`config.mk`:
```
export PLATFORM = sky130hd
export DESIGN_NAME = scancode_set1_to_ascii
export DESIGN_NICKNAME = d
export VERILOG_FILES = /design/src/design/sc2a_pkg.sv /design/src/design/sc2a_decode.sv /design/src/design/sc2a_out_stage.sv /design/src/design/scancode_set1_to_ascii.sv
export SDC_FILE = /design/constraint.sdc
export NUM_CORES = 1
export LEC_CHECK = 0
export ABC_AREA = 0
export ABC_CLOCK_PERIOD_IN_PS = 10650
export BUFFER_PORTS_ARGS = -buffer_cell sky130_fd_sc_hd__buf_2
export CORE_UTILIZATION = 41
export DETAILED_ROUTE_END_ITERATION = 10
export SYNTH_ARGS = -nofsm -noshare
export SYNTH_HDL_FRONTEND = slang
export SYNTH_SLANG_ARGS = --single-unit
```
`constraint.sdc`:
```
create_clock -name clk_i -period 10.65 [get_ports clk_i]
set_input_delay 0 -clock clk_i [delete_from_list [all_inputs] [get_ports clk_i]]
set_output_delay 0 -clock clk_i [all_outputs]
set_load 0.01 [all_outputs]
```
`src/design/sc2a_pkg.sv`:
```
// ----------------------------------------------------------------------------
// Scancode decoder package
// Key codes, character tables and the decode result type.
// ----------------------------------------------------------------------------
package sc2a_pkg;

  localparam int unsigned CodeW  = 8;
  localparam int unsigned KeyW   = 7;
  localparam int unsigned CharW  = 7;
  localparam int unsigned DataW  = 8;
  localparam int unsigned RomDepth = 58;
  localparam int unsigned RomAw  = 6;

  localparam logic [KeyW-1:0] KeyLShift    = 7'h2A;
  localparam logic [KeyW-1:0] KeyRShift    = 7'h36;
  localparam logic [KeyW-1:0] KeyCaps      = 7'h3A;
  localparam logic [KeyW-1:0] KeyBackspace = 7'h0E;
  localparam logic [KeyW-1:0] KeyEnter     = 7'h1C;

  localparam logic [CharW-1:0] ChBackspace = 7'h08;
  localparam logic [CharW-1:0] ChEnter     = 7'h0A;
  localparam logic [CharW-1:0] ChLowerA    = 7'h61;
  localparam logic [CharW-1:0] ChLowerZ    = 7'h7A;
  localparam logic [CharW-1:0] ChCaseBit   = 7'h20;

  localparam logic [CharW-1:0] RomPlain [RomDepth] = '{
    7'h00, 7'h1B,
    7'h31, 7'h32, 7'h33, 7'h34, 7'h35, 7'h36, 7'h37, 7'h38, 7'h39, 7'h30,
    7'h2D, 7'h3D, 7'h08, 7'h09,
    7'h71, 7'h77, 7'h65, 7'h72, 7'h74, 7'h79, 7'h75, 7'h69, 7'h6F, 7'h70,
    7'h5B, 7'h5D, 7'h0A, 7'h00,
    7'h61, 7'h73, 7'h64, 7'h66, 7'h67, 7'h68, 7'h6A, 7'h6B, 7'h6C,
    7'h3B, 7'h27, 7'h60, 7'h00, 7'h5C,
    7'h7A, 7'h78, 7'h63, 7'h76, 7'h62, 7'h6E, 7'h6D,
    7'h2C, 7'h2E, 7'h2F, 7'h00, 7'h2A, 7'h00, 7'h20
  };

  localparam logic [CharW-1:0] RomShift [RomDepth] = '{
    7'h00, 7'h1B,
    7'h21, 7'h40, 7'h23, 7'h24, 7'h25, 7'h5E, 7'h26, 7'h2A, 7'h28, 7'h29,
    7'h5F, 7'h2B, 7'h08, 7'h09,
    7'h51, 7'h57, 7'h45, 7'h52, 7'h54, 7'h59, 7'h55, 7'h49, 7'h4F, 7'h50,
    7'h7B, 7'h7D, 7'h0A, 7'h00,
    7'h41, 7'h53, 7'h44, 7'h46, 7'h47, 7'h48, 7'h4A, 7'h4B, 7'h4C,
    7'h3A, 7'h22, 7'h7E, 7'h00, 7'h7C,
    7'h5A, 7'h58, 7'h43, 7'h56, 7'h42, 7'h4E, 7'h4D,
    7'h3C, 7'h3E, 7'h3F, 7'h00, 7'h2A, 7'h00, 7'h20
  };

  typedef struct packed {
    logic             has_char;
    logic [CharW-1:0] character;
  } dec_res_t;

endpackage

```
`src/design/sc2a_decode.sv`:
```
// ----------------------------------------------------------------------------
// Scancode decode
// Shift and caps lock flags plus the character table lookup.
// ----------------------------------------------------------------------------
module sc2a_decode (
  input  logic                          clk_i,
  input  logic                          rst_ni,
  input  logic [sc2a_pkg::CodeW-1:0]    code_i,
  input  logic                          advance_i,
  output sc2a_pkg::dec_res_t            result_o
);
  import sc2a_pkg::*;

  logic            shift_q, shift_d;
  logic            caps_q, caps_d;
  logic [KeyW-1:0] key;
  logic            is_shift_key;
  logic [CharW-1:0] rom_ch;
  logic [CharW-1:0] ch;
  logic [RomAw-1:0] rom_addr;

  assign key          = code_i[KeyW-1:0];
  assign is_shift_key = (key == KeyLShift) || (key == KeyRShift);
  assign rom_addr     = code_i[RomAw-1:0];

  always_comb begin
    if (code_i < CodeW'(RomDepth)) begin
      rom_ch = shift_q ? RomShift[rom_addr] : RomPlain[rom_addr];
    end else begin
      rom_ch = '0;
    end
  end

  always_comb begin
    shift_d = shift_q;
    caps_d  = caps_q;
    ch      = '0;
    if (code_i[CodeW-1]) begin
      if (is_shift_key) begin
        shift_d = 1'b0;
      end
    end else if (is_shift_key) begin
      shift_d = 1'b1;
    end else if (key == KeyCaps) begin
      caps_d = ~caps_q;
    end else if (key == KeyBackspace) begin
      ch = ChBackspace;
    end else if (key == KeyEnter) begin
      ch = ChEnter;
    end else if (caps_q && rom_ch >= ChLowerA && rom_ch <= ChLowerZ) begin
      ch = rom_ch & ~ChCaseBit;
    end else begin
      ch = rom_ch;
    end
  end

  assign result_o.has_char  = (ch != '0);
  assign result_o.character = ch;

  always_ff @(posedge clk_i or negedge rst_ni) begin
    if (!rst_ni) begin
      shift_q <= 1'b0;
      caps_q  <= 1'b0;
    end else if (advance_i) begin
      shift_q <= shift_d;
      caps_q  <= caps_d;
    end
  end

endmodule

```
`src/design/sc2a_out_stage.sv`:
```
// ----------------------------------------------------------------------------
// Scancode output stage
// Result register on the master side, loaded while empty or draining.
// ----------------------------------------------------------------------------
module sc2a_out_stage (
  input  logic                          clk_i,
  input  logic                          rst_ni,
  input  logic                          push_i,
  input  logic [sc2a_pkg::CharW-1:0]    character_i,
  output logic                          free_o,
  output logic                          valid_o,
  input  logic                          ready_i,
  output logic [sc2a_pkg::CharW-1:0]    character_o
);
  import sc2a_pkg::*;

  logic             valid_q;
  logic [CharW-1:0] char_q;

  assign free_o      = !valid_q || ready_i;
  assign valid_o     = valid_q;
  assign character_o = char_q;

  always_ff @(posedge clk_i or negedge rst_ni) begin
    if (!rst_ni) begin
      valid_q <= 1'b0;
    end else if (free_o) begin
      valid_q <= push_i;
    end
  end

  always_ff @(posedge clk_i) begin
    if (free_o && push_i) begin
      char_q <= character_i;
    end
  end

endmodule

```
`src/design/scancode_set1_to_ascii.sv`:
```
// ----------------------------------------------------------------------------
// Set 1 scancode to ASCII decoder
// Turns raw keyboard scancodes into ASCII characters, tracking shift and caps.
// ----------------------------------------------------------------------------
// Usage:
//   s_axis carries one raw set 1 scancode per request; bit 7 marks a release.
//   m_axis carries one ASCII character for each key press that maps to one;
//   releases, modifier keys and unmapped keys give no request.
//   A scancode is taken into the input register, is decoded there against
//   the shift and caps lock flags and lands in the result register, from
//   which its character shows on m_axis. Throughput is one scancode per
//   cycle, set by the single decode stage, while the receiver does not stall.
//   Reset clears both stages and the flags (shift released, caps lock off).
//   When the receiver stalls, the result register holds its character, the
//   input register still takes one more scancode, and s_axis_tready_o drops
//   only once a character waits behind the held one. Scancodes that give no
//   character pass through the decode stage even during a stall.
// ----------------------------------------------------------------------------
module scancode_set1_to_ascii (
  input  logic       clk_i,
  input  logic       rst_ni,
  input  logic       s_axis_tvalid_i,
  output logic       s_axis_tready_o,
  input  logic [7:0] s_axis_tdata_i,  // [7:0] scancode
  output logic       m_axis_tvalid_o,
  input  logic       m_axis_tready_i,
  output logic [7:0] m_axis_tdata_o   // [6:0] character, [7] zero
);
  import sc2a_pkg::*;

  logic             in_valid_q;
  logic [CodeW-1:0] code_q;
  logic             advance;
  logic             out_free;
  dec_res_t         result;
  logic [CharW-1:0] out_char;

  assign advance         = in_valid_q && (!result.has_char || out_free);
  assign s_axis_tready_o = !in_valid_q || advance;

  always_ff @(posedge clk_i or negedge rst_ni) begin
    if (!rst_ni) begin
      in_valid_q <= 1'b0;
    end else if (s_axis_tready_o) begin
      in_valid_q <= s_axis_tvalid_i;
    end
  end

  always_ff @(posedge clk_i) begin
    if (s_axis_tready_o && s_axis_tvalid_i) begin
      code_q <= s_axis_tdata_i[CodeW-1:0];
    end
  end

  sc2a_decode u_decode (
    .clk_i     (clk_i),
    .rst_ni    (rst_ni),
    .code_i    (code_q),
    .advance_i (advance),
    .result_o  (result)
  );

  sc2a_out_stage u_out (
    .clk_i       (clk_i),
    .rst_ni      (rst_ni),
    .push_i      (in_valid_q && result.has_char),
    .character_i (result.character),
    .free_o      (out_free),
    .valid_o     (m_axis_tvalid_o),
    .ready_i     (m_axis_tready_i),
    .character_o (out_char)
  );

  assign m_axis_tdata_o = {{(DataW-CharW){1'b0}}, out_char};

endmodule

```
==> results.toml, run 1 <==
[synth]
netlist_instances = 258
synth_edf_count = 15
ys_warn_count = 0
synth_cell_types = 67
synth_nets = 282
synthArstFlopShare = 0.211
synth_seq_cells = 19
syn_area_um2 = 2230
ys.flop_type = "edfxtp_1"
avgSynthCellArea_um2 = 8.64
ys_seq_area_frac = 0.247

[cts]
clock_latency_ps = 260
numClockSinks = 19
tritoncts = "done"
post_cts_buffers = 0
cts_buffers = 3
clkSlewWorstSetupHoldPaths_ps = 70
root_buffer = "clkbuf_8"
htreeDepth = 1
cts_buffer_depth = 2

[setup_path]
r2r_start = "code_q[1]"
critPathCaptureType = "register"
r2r-end = "code_q[0]"
worst_r2r_path_depth = 10
critPathRequiredTime_ps = 10580
cp_max_fo = 19
criticalPathCategory = "reg2reg"
reg2reg_slack_ps = 6430
crit_arrival_ps = 4150
worstSetupStartpointType = "register"

[routing]
met2WireLength_um = 2530
routedWlPerCell_um = 16.3
viasPerCell = 5.99
wl_met3_um = 421
vias = 2036
drt_iter0_markers = 201
met1_length_um = 2470
wirelength_um = 5550
top_layer = "met4"
ant_nets = 0
drc = 0
first_pass_iters = 5

[grt]
grt_overflow_total = 0
grt_max_degree = 53
grt_pass1_vias = 1723
grtUsageTotal = 0.208
antenna_found_initial = 0
grt_pass1_wl_um = 9030

[timing]
setup_violations = 0
period_needed_ps = 4220
setup-tns-final_ps = 0
slew_headroom = 0.451
hold_viol = 0
finalHoldWorstSlack_ps = 67.7
tightest_slew_ps = 817
min_period_over_period = 0.396
drv_slew = 0
max_freq_mhz = 237
skew_ps = 4.83
rsz0062_at_grt = "false"

[die]
dieArea_um2 = 5730
num_io_pins = 22
initial_utilization = 0.431
die-height_um = 75.7
rows = 26
coreArea_um2 = 5170
dieWidth_um = 75.7

[power]
peakVddDrop_uv = 70.0
power_density_nw_per_um2 = 89.5
p_leak_nw = 0.934

[run]
cap_violations = 0

[place]
dp_hpwl_um = 3890
place.gp.congestion = 0.888
placed_cells = 326
port_buffers = 20

[worst_hold_path]
hp-class = "in2async"

[finish]
area_growth_syn_to_layout_pct = 9.04
fin_nets = 295
drive_gt1_frac = 0.148
antenna_cells = 0
fin_cells = 340

[outcome]
status = "complete, no violations"
-- worst max-delay path, cell delays in order (launching register included) --
cell,delay [ps]
edfxtp_1,750
inv_1,320
ha_1,540
inv_1,90
mux4_2,450
a2bb2oi_1,140
and3_1,220
nor4bb_1,160
a221o_1,410
a2111oi_4,400
o21a_1,390
-- synth_stat cells (3+ instances only) --
master | n | area [µm²]
a21boi_0 | 3 | 22.5
nor3_1 | 3 | 15.0
mux2_2 | 3 | 33.8
o211ai_1 | 6 | 45.0
nor2_1 | 17 | 63.8
buf_6 | 4 | 45.0
edfxtp_1 | 15 | 450
ha_1 | 12 | 150
a311oi_1 | 3 | 26.3
a22oi_1 | 5 | 37.5
buf_2 | 12 | 60.1
dfrtp_1 | 4 | 100
a21oi_1 | 17 | 85.1
nand3b_1 | 3 | 22.5
o21bai_1 | 3 | 22.5
mux2i_1 | 11 | 110
o22ai_1 | 3 | 18.8
nand2b_1 | 9 | 56.3
o21ai_0 | 12 | 60.1
inv_1 | 8 | 30.0
nor2b_1 | 10 | 62.6
nand3_1 | 5 | 25.0
clkbuf_1 | 4 | 15.0
o41ai_1 | 3 | 26.3
nand2_1 | 15 | 56.3
and3_1 | 3 | 18.8
and2_1 | 3 | 18.8
mux4_2 | 3 | 67.6
o21a_1 | 5 | 37.5
a31oi_1 | 5 | 31.3
buf_4 | 4 | 30.0
-- worst max-delay path by stage --
stage                           end  startpoint  cells after the start
5_1_grt        u_out.character_o[2]   code_q[1]                     10
3_3_place_gp              code_q[0]   code_q[1]                     10
6_report                  code_q[0]   code_q[1]                     10
3_5_place_dp              code_q[0]   code_q[1]                     10
4_1_cts                   code_q[0]   code_q[1]                     10
2_1_floorplan             code_q[0]   code_q[0]                     13
-- what timing repair did --
| action | in CTS | in global routing |
|---|---|---|
| endpoints found under the setup margin | 0 | 0 |
| hold endpoints to repair | 13 | 0 |
| resized for setup | 0 | 0 |
| hold buffers | 10 | 0 |
-- registers in the layout, indices dropped and copies added (netlist names) --
| signal | cells |
|---|---|
| code_q | 8 |
| u_out.character_o | 7 |
| in_valid_q | 1 |
| u_decode.caps_q | 1 |
| u_decode.shift_q | 1 |
| u_out.valid_o | 1 |
-- report_power, final --
group	total (mW)	internal [mW]	switching [mW]	leakage, nW
sequential	0.0921	0.0859	0.00625	0.191
clock	0.0499	0.0260	0.0239	0.0255
combinational	0.0756	0.0326	0.0429	0.717
total	0.218	0.145	0.0731	0.934
-- cell type report --
| class | count | area, µm² |
|---|---|---|
| fillers | 505 | 2740 |
| multi-input cells | 205 | 1490 |
| flip-flops and latches | 19 | 551 |
| repair buffers | 33 | 223 |
| well taps | 70 | 87.6 |
| clock buffers | 3 | 41.3 |
| inverters | 9 | 33.8 |
| clock inverters | 1 | 5.00 |
-- kinds of logic (layout without fill, tap and decap cells) --
family	Yosys count	count (layout)	synth area share
compound gates	85	85	0.274
xor+xnor	3	3	0.0118
fa+ha+maj	12	12	0.0674
buf+inv	34	46	0.0848
flops	19	19	0.247
mux	17	17	0.0949
other cells	1	1	0.00168
simple gates	87	87	0.218
-- placed cells by master (no fill, tap or decap), types with 8 or more instances in the layout --
master / instances
nor2b_1: 10
ha_1: 12
nor2_1: 17
buf_2: 20
edfxtp_1: 15
dlygate4sd3_1: 10
inv_1: 8
o21ai_0: 12
mux2i_1: 11
nand2b_1: 9
nand2_1: 15
a21oi_1: 17
-- metal layers --
layer	GRT usage	vias up
met3	0.0384	12
li1	-	987
met5	0	-
met2	0.317	96
met4	0.0597	0
met1	0.300	941
-- metrics by stage --
step / util / power, mW / worst slack, ps / instance area (µm²)
after floorplan: - / 0.151 / 6920 / 2230
after global placement: 0.441 / 0.166 / 6450 / 2280
after detailed placement: 0.441 / 0.165 / 6430 / 2280
after CTS: 0.470 / 0.218 / 6410 / 2430
after global routing: 0.470 / 0.231 / 5950 / 2430
final: 0.470 / 0.218 / 6430 / 2430
Note: power is estimated with default switching activity, not from simulation.
==> run 2, diff against run 1 <==
--- a/config.mk
+++ b/config.mk
@@ -5,8 +5,8 @@
 export SDC_FILE = /design/constraint.sdc
 export NUM_CORES = 1
 export LEC_CHECK = 0
-export ABC_AREA = 0
-export ABC_CLOCK_PERIOD_IN_PS = 10650
+export ABC_AREA = 1
+export ABC_CLOCK_PERIOD_IN_PS = 4200
 export BUFFER_PORTS_ARGS = -buffer_cell sky130_fd_sc_hd__buf_2
 export CORE_UTILIZATION = 41
 export DETAILED_ROUTE_END_ITERATION = 10
==> constraint.sdc (replaced) <==
create_clock -name clk_i -period 4.2 [get_ports clk_i]
set_input_delay 0 -clock clk_i [delete_from_list [all_inputs] [get_ports clk_i]]
set_output_delay 0 -clock clk_i [all_outputs]
set_load 0.01 [all_outputs]
==> run 2 against run 1 <==
Against the previous run:
- critical path type unchanged
- register-to-register slack worse by 5700 ps
- final area is 4.9% lower
- sequential share of layout area up 1.2 points
- synthesized cell count up 28%
- maximum frequency grew 23%
- core utilization is 1.3 points higher
- power grew to 2.6 times the previous value
- count of clock-buffer cells in the layout is the same
- clock skew decreased by 1.3 ps
- sequential cell count unchanged
- area after synthesis fell by 7.9%
- largest power group unchanged
- combinational power rose to 2.6 times the previous value
==> results.toml, run 2 <==
[finish]
drive_gt1_frac = 0.125
final_cell_mix = "nand2_1, nand3_1, nor2_1"
fin_nets = 377
regMostFlops = "code_q"
post-route-util = 0.483
fillCellCount = 489
area_growth_syn_to_layout_pct = 12.6
post-route-cell-area_um2 = 2310
largest_register_ffs = 8
antenna_cells = 0
final_common_cell = "nand2_1"

[timing]
max_freq_mhz = 292
setup-tns-final_ps = 0
tightest_slew_ps = 809
skew_ps = 3.53
min_period_over_period = 0.816
fin_ws_ps = 775
slew_headroom = 0.460
period_needed_ps = 3430
setup_violations = 0
rsz0062_at_grt = "false"
hold_viol = 0
finalHoldWorstSlack_ps = 78.1
drv_slew = 0

[cts]
root_buffer = "clkbuf_8"
numClockSinks = 19
tritoncts = "done"
post_cts_buffers = 0
htreeDepth = 1
cts_buffers = 3
clkSlewWorstSetupHoldPaths_ps = 70
cts_buffer_depth = 2
clock_latency_ps = 260

[synth]
synth.area.top_cells = "edfxtp_1, nand2_1, nand3_1, ha_1, nor2_1"
netlist_instances = 329
ys_seq_area_frac = 0.268
yosysTopAreaCell = "edfxtp_1"
synth_top_cells_by_count = "nand2_1, nand3_1, nor2_1"
synth_nets = 353
syn_area_um2 = 2050
avgSynthCellArea_um2 = 6.24
synthArstFlopShare = 0.211
synth_cell_types = 32
ys_warn_count = 0
post-synth-top-area-fraction = 0.219
synth.most_common_cell = "nand2_1"
synth_edf_count = 15
synth_seq_cells = 19
ys.flop_type = "edfxtp_1"

[die]
initial_utilization = 0.429
dieArea_um2 = 5290
dieWidth_um = 72.8
coreArea_um2 = 4790
die-height_um = 72.8
rows = 25
num_io_pins = 22

[setup_path]
critPathCaptureType = "register"
r2r_start = "code_q[2]"
crit_end = "u_out.character_o[4]"
critPathBufInv = 2
cpPeakStageDelay_ps = 880
crit_path_cell_trace = "inv_2 -> ha_1 -> nor2_1 -> a21oi_1 -> nand2_1 -> nand2_1 -> nand2_1 -> nand3_1 -> nand2_1 -> inv_1 -> nor2_1 -> nand2_1 -> nand3_1 -> nand2_1 -> nand2_2 -> nand2_1 -> nor2_1"
cpMostUsedCell = "nand2_1"
crit_family = "simple AND/OR/NAND/NOR gates"
worst_r2r_path_depth = 17
slowest_stage = "edfxtp_1"
cp_max_fo = 22
criticalPathCategory = "reg2reg"
r2r-end = "u_out.character_o[4]"
cp.depth = 17
reg2reg_slack_ps = 770
critPathRequiredTime_ps = 4100
cp-startpoint = "code_q[2]"
crit_arrival_ps = 3330
worstSetupStartpointType = "register"

[power]
power_density_nw_per_um2 = 246
peakVddDrop_uv = 171
p_leak_nw = 1.18

[routing]
drt_iter0_markers = 264
routedWlPerCell_um = 12.8
ant_nets = 0
wirelength_um = 5380
vias = 2219
first_pass_iters = 6
viasPerCell = 5.30
drc = 0

[grt]
grtUsageTotal = 0.219
grt_max_degree = 32
grt_pass1_vias = 1959
antenna_found_initial = 0
grt_overflow_total = 0
grt_pass1_wl_um = 8960

[outcome]
status = "complete, no violations"

[place]
dp_hpwl_um = 4160
dpl_cell_area_um2 = 2150
place.gp.congestion = 0.944
port_buffers = 20
pre_cts_ws_ps = 787

[run]
cap_violations = 0

[worst_hold_path]
hp-class = "in2async"
==> run 2: cell count changes after synthesis, moves of 5 or more <==
| cell | change |
|---|---|
| inv_2 | +5 |
| o211ai_1 | -5 |
| inv_1 | +24 |
| nand2_1 | +97 |
| mux2i_1 | -11 |
| nand3_1 | +42 |
| nand4_1 | +6 |
| nand2b_1 | -9 |
| nor2_1 | +16 |
| nor2b_1 | -10 |
==> run 2: cell families after synthesis <==
| family | share of synthesized area |
|---|---|
| flip-flops | 0.268 |
| AND/OR/NAND/NOR | 0.446 |
| buffers and inverters | 0.118 |
| other | 0.00183 |
| AO/OA/AOI/OAI | 0.0932 |
| adder cells (fa/ha/maj) | 0.0731 |
==> run 2: through the flow <==
step / total power, mW / instances
after floorplan: 0.387 / 329
after global placement: 0.438 / 404
after detailed placement: 0.432 / 404
after CTS: 0.569 / 419
after global routing: 0.606 / 419
final: 0.569 / 419
==> run 2: worst reg2reg max path: stages (launching register included) <==
cell and delay, ps:
edfxtp_1 880, inv_2 330, ha_1 310, nor2_1 140, a21oi_1 80, nand2_1 80
nand2_1 50, nand2_1 50, nand3_1 80, nand2_1 100, inv_1 40, nor2_1 80
nand2_1 60, nand3_1 70, nand2_1 80, nand2_2 110, nand2_1 70, nor2_1 430
==> run 2: report_power, final <==
part	internal (mW)	switching [mW]
logic	0.0679	0.131
registers	0.222	0.0193
clock network	0.0669	0.0630
total	0.356	0.213
==> run 2: worst min-delay path by stage <==
stage	endpoint	from	cells past startpoint
floorplan	in_valid_q	rst_ni	0
global placement	u_out.valid_o	rst_ni	1
detailed placement	u_out.valid_o	rst_ni	1
CTS	in_valid_q	rst_ni	2
global route	in_valid_q	rst_ni	2
finish	in_valid_q	rst_ni	2
==> run 2: area by class of cell <==
type,count,area (µm²),area share
clock buffer,3,41.3,0.0179
clock inverter,1,7.51,0.00325
timing repair buffer,32,218,0.0942
sequential,19,551,0.238
multi-input combinational,258,1260,0.546
inverter,39,149,0.0644
tap,67,83.8,0.0363
==> run 2: metal layers <==
layer	up-vias	GRT usage	routed length (µm)
met5	-	0	0
met2	96	0.355	2420
met4	0	0.0632	161
li1	1113	-	-
met1	987	0.300	2450
met3	23	0.0345	350
==> run 2: what timing repair did <==
action,4_1_cts,5_1_grt
hold buffers,11,0
hold endpoints to repair,14,0
setup endpoints to repair,0,0
gates resized for setup,0,0
==> run 3, diff against run 2 <==
--- a/config.mk
+++ b/config.mk
@@ -6,7 +6,7 @@
 export NUM_CORES = 1
 export LEC_CHECK = 0
 export ABC_AREA = 1
-export ABC_CLOCK_PERIOD_IN_PS = 4200
+export ABC_CLOCK_PERIOD_IN_PS = 2800
 export BUFFER_PORTS_ARGS = -buffer_cell sky130_fd_sc_hd__buf_2
 export CORE_UTILIZATION = 41
 export DETAILED_ROUTE_END_ITERATION = 10
==> constraint.sdc (replaced) <==
create_clock -name clk_i -period 2.8 [get_ports clk_i]
set_input_delay 0 -clock clk_i [delete_from_list [all_inputs] [get_ports clk_i]]
set_output_delay 0 -clock clk_i [all_outputs]
set_load 0.01 [all_outputs]
==> run 3 against run 2 <==
Against the previous run:
- count of clock-buffer cells in the layout is the same
- critical path type is now reg2out
- wire length grew 10%
- sequential power up 45%
- combinational power up 77%
- register-to-register slack lost 520 ps
- critical path depth shrank 3
- via count increased by 3.2%
- cell count rose by 5.0%
- clock power grew 52%
- setup slack got worse by 540 ps
- sequential cell count unchanged
==> results.toml, run 3 (same netlist as run 2, synthesis figures left out) <==
[outcome]
status = "complete, no violations"

[cts]
cts_buffers = 3
tritoncts = "done"
root_buffer = "clkbuf_8"
numClockSinks = 19
clock_latency_ps = 260
htreeDepth = 1
cts_buffer_depth = 2
clkSlewWorstSetupHoldPaths_ps = 80

[die]
coreArea_um2 = 4790
num_io_pins = 22
die-height_um = 72.8
initial_utilization = 0.429
rows = 25
dieWidth_um = 72.8
dieArea_um2 = 5290

[setup_path]
cp_max_fo = 31
worstSetupStartpointType = "register"
criticalPathCategory = "reg2out"
slowest_stage = "edfxtp_1"
crit_path_cell_trace = "inv_6 -> nor2_2 -> nand2_1 -> nor2_1 -> nor2_2 -> nand2_2 -> nor2_4 -> inv_2 -> nor4_1 -> nand2_1 -> nand2_2 -> nand3_2 -> buf_4 -> buf_2"
crit_family = "simple AND/OR/NAND/NOR gates"
critPathCaptureType = "output pin"
cpPeakStageDelay_ps = 490
critPathBufInv = 4
crit_arrival_ps = 2570
critPathRequiredTime_ps = 2800

[run]
cap_violations = 0

[timing]
max_freq_mhz = 389
hold_viol = 0
min_period_over_period = 0.918
period_needed_ps = 2570
finalHoldWorstSlack_ps = 60.3
setup-tns-final_ps = 0
drv_slew = 0
setup_violations = 0
skew_ps = 7.91

[worst_hold_path]
hp-class = "in2async"

[routing]
routedWlPerCell_um = 13.5
ant_nets = 0
wirelength_um = 5930
drc = 0
drt_iter0_markers = 317
wl_met3_um = 449
first_pass_iters = 5
met2WireLength_um = 2690
vias = 2290
met1_length_um = 2660
top_layer = "met4"
viasPerCell = 5.20

[power]
p_leak_nw = 1.28
p_total_mw = 0.900
peakVddDrop_uv = 314
power_density_nw_per_um2 = 358

[grt]
grt_pass1_vias = 2116
grtUsageTotal = 0.238
antenna_found_initial = 0
grt_pass1_wl_um = 9710
grt_overflow_total = 0
grt_max_degree = 32

[place]
dp_hpwl_um = 4470
place.gp.congestion = 0.929
port_buffers = 20

[finish]
fin_nets = 398
final_cell_mix = "nand2_1, nand3_1, nor2_1"
area_growth_syn_to_layout_pct = 22.5
largest_register_ffs = 8
antenna_cells = 0
regMostFlops = "code_q"
final_common_cell = "nand2_1"
fillCellCount = 480
drive_gt1_frac = 0.201
[run 3: cell types whose count changed in the layout (fill, tap and decap cells not counted), sizes merged]
cell	previous run	this run
dlygate4sd3	11	10
buf	21	43
[run 3: layout make-up]
| cell class | count | area, µm² | area share |
|---|---|---|---|
| clock buffer | 3 | 41.3 | 0.0164 |
| clock inverter | 1 | 7.51 | 0.00299 |
| inverter | 39 | 154 | 0.0612 |
| multi-input combinational | 258 | 1290 | 0.512 |
| sequential | 19 | 551 | 0.219 |
| tap | 67 | 83.8 | 0.0333 |
| timing repair buffer | 53 | 389 | 0.155 |
[run 3: power breakdown]
part | internal (mW) | total [mW] | leakage [nW] | switching, mW
logic | 0.131 | 0.353 | 1.07 | 0.222
clock network | 0.100 | 0.197 | 0.0217 | 0.0965
registers | 0.332 | 0.350 | 0.196 | 0.0182
[run 3: through the flow]
stage | cell area, µm² | cells | util | setup WS, ps
finish | 2510 | 440 | 0.525 | 230
CTS | 2450 | 436 | 0.512 | 86.8
global placement | 2300 | 422 | 0.481 | 98.8
global route | 2510 | 440 | 0.525 | -3.76
detailed placement | 2300 | 422 | 0.481 | 110
floorplan | 2050 | 329 | - | 103
[run 3: routing by layer]
metal  global-route usage  vias to the layer above
met3               0.0359                       10
met5                    0                        -
li1                     -                     1151
met1                0.330                     1015
met2                0.383                      114
met4               0.0675                        0
[run 3: final timing paths]
check	from	end	slack [ps]	cells past startpoint
setup / recovery	code_q[3]	s_axis_tready_o	230	14
hold / removal	rst_ni	u_out.valid_o	60	2
setup reg to reg	code_q[3]	u_out.character_o[4]	250	14
hold reg to reg	u_decode.caps_q	u_decode.caps_q	480	2
max in group asynchronous	rst_ni	u_decode.shift_q	2630	2
min in group clk_i	s_axis_tvalid_i	in_valid_q	120	4
[run 3: what timing repair did]
item | 4_1_cts | 5_1_grt
resized for setup | 0 | 14
buffers inserted | 0 | 4
setup endpoints to repair | 0 | 16
hold buffers | 10 | 0
endpoints found under the hold margin | 13 | 0
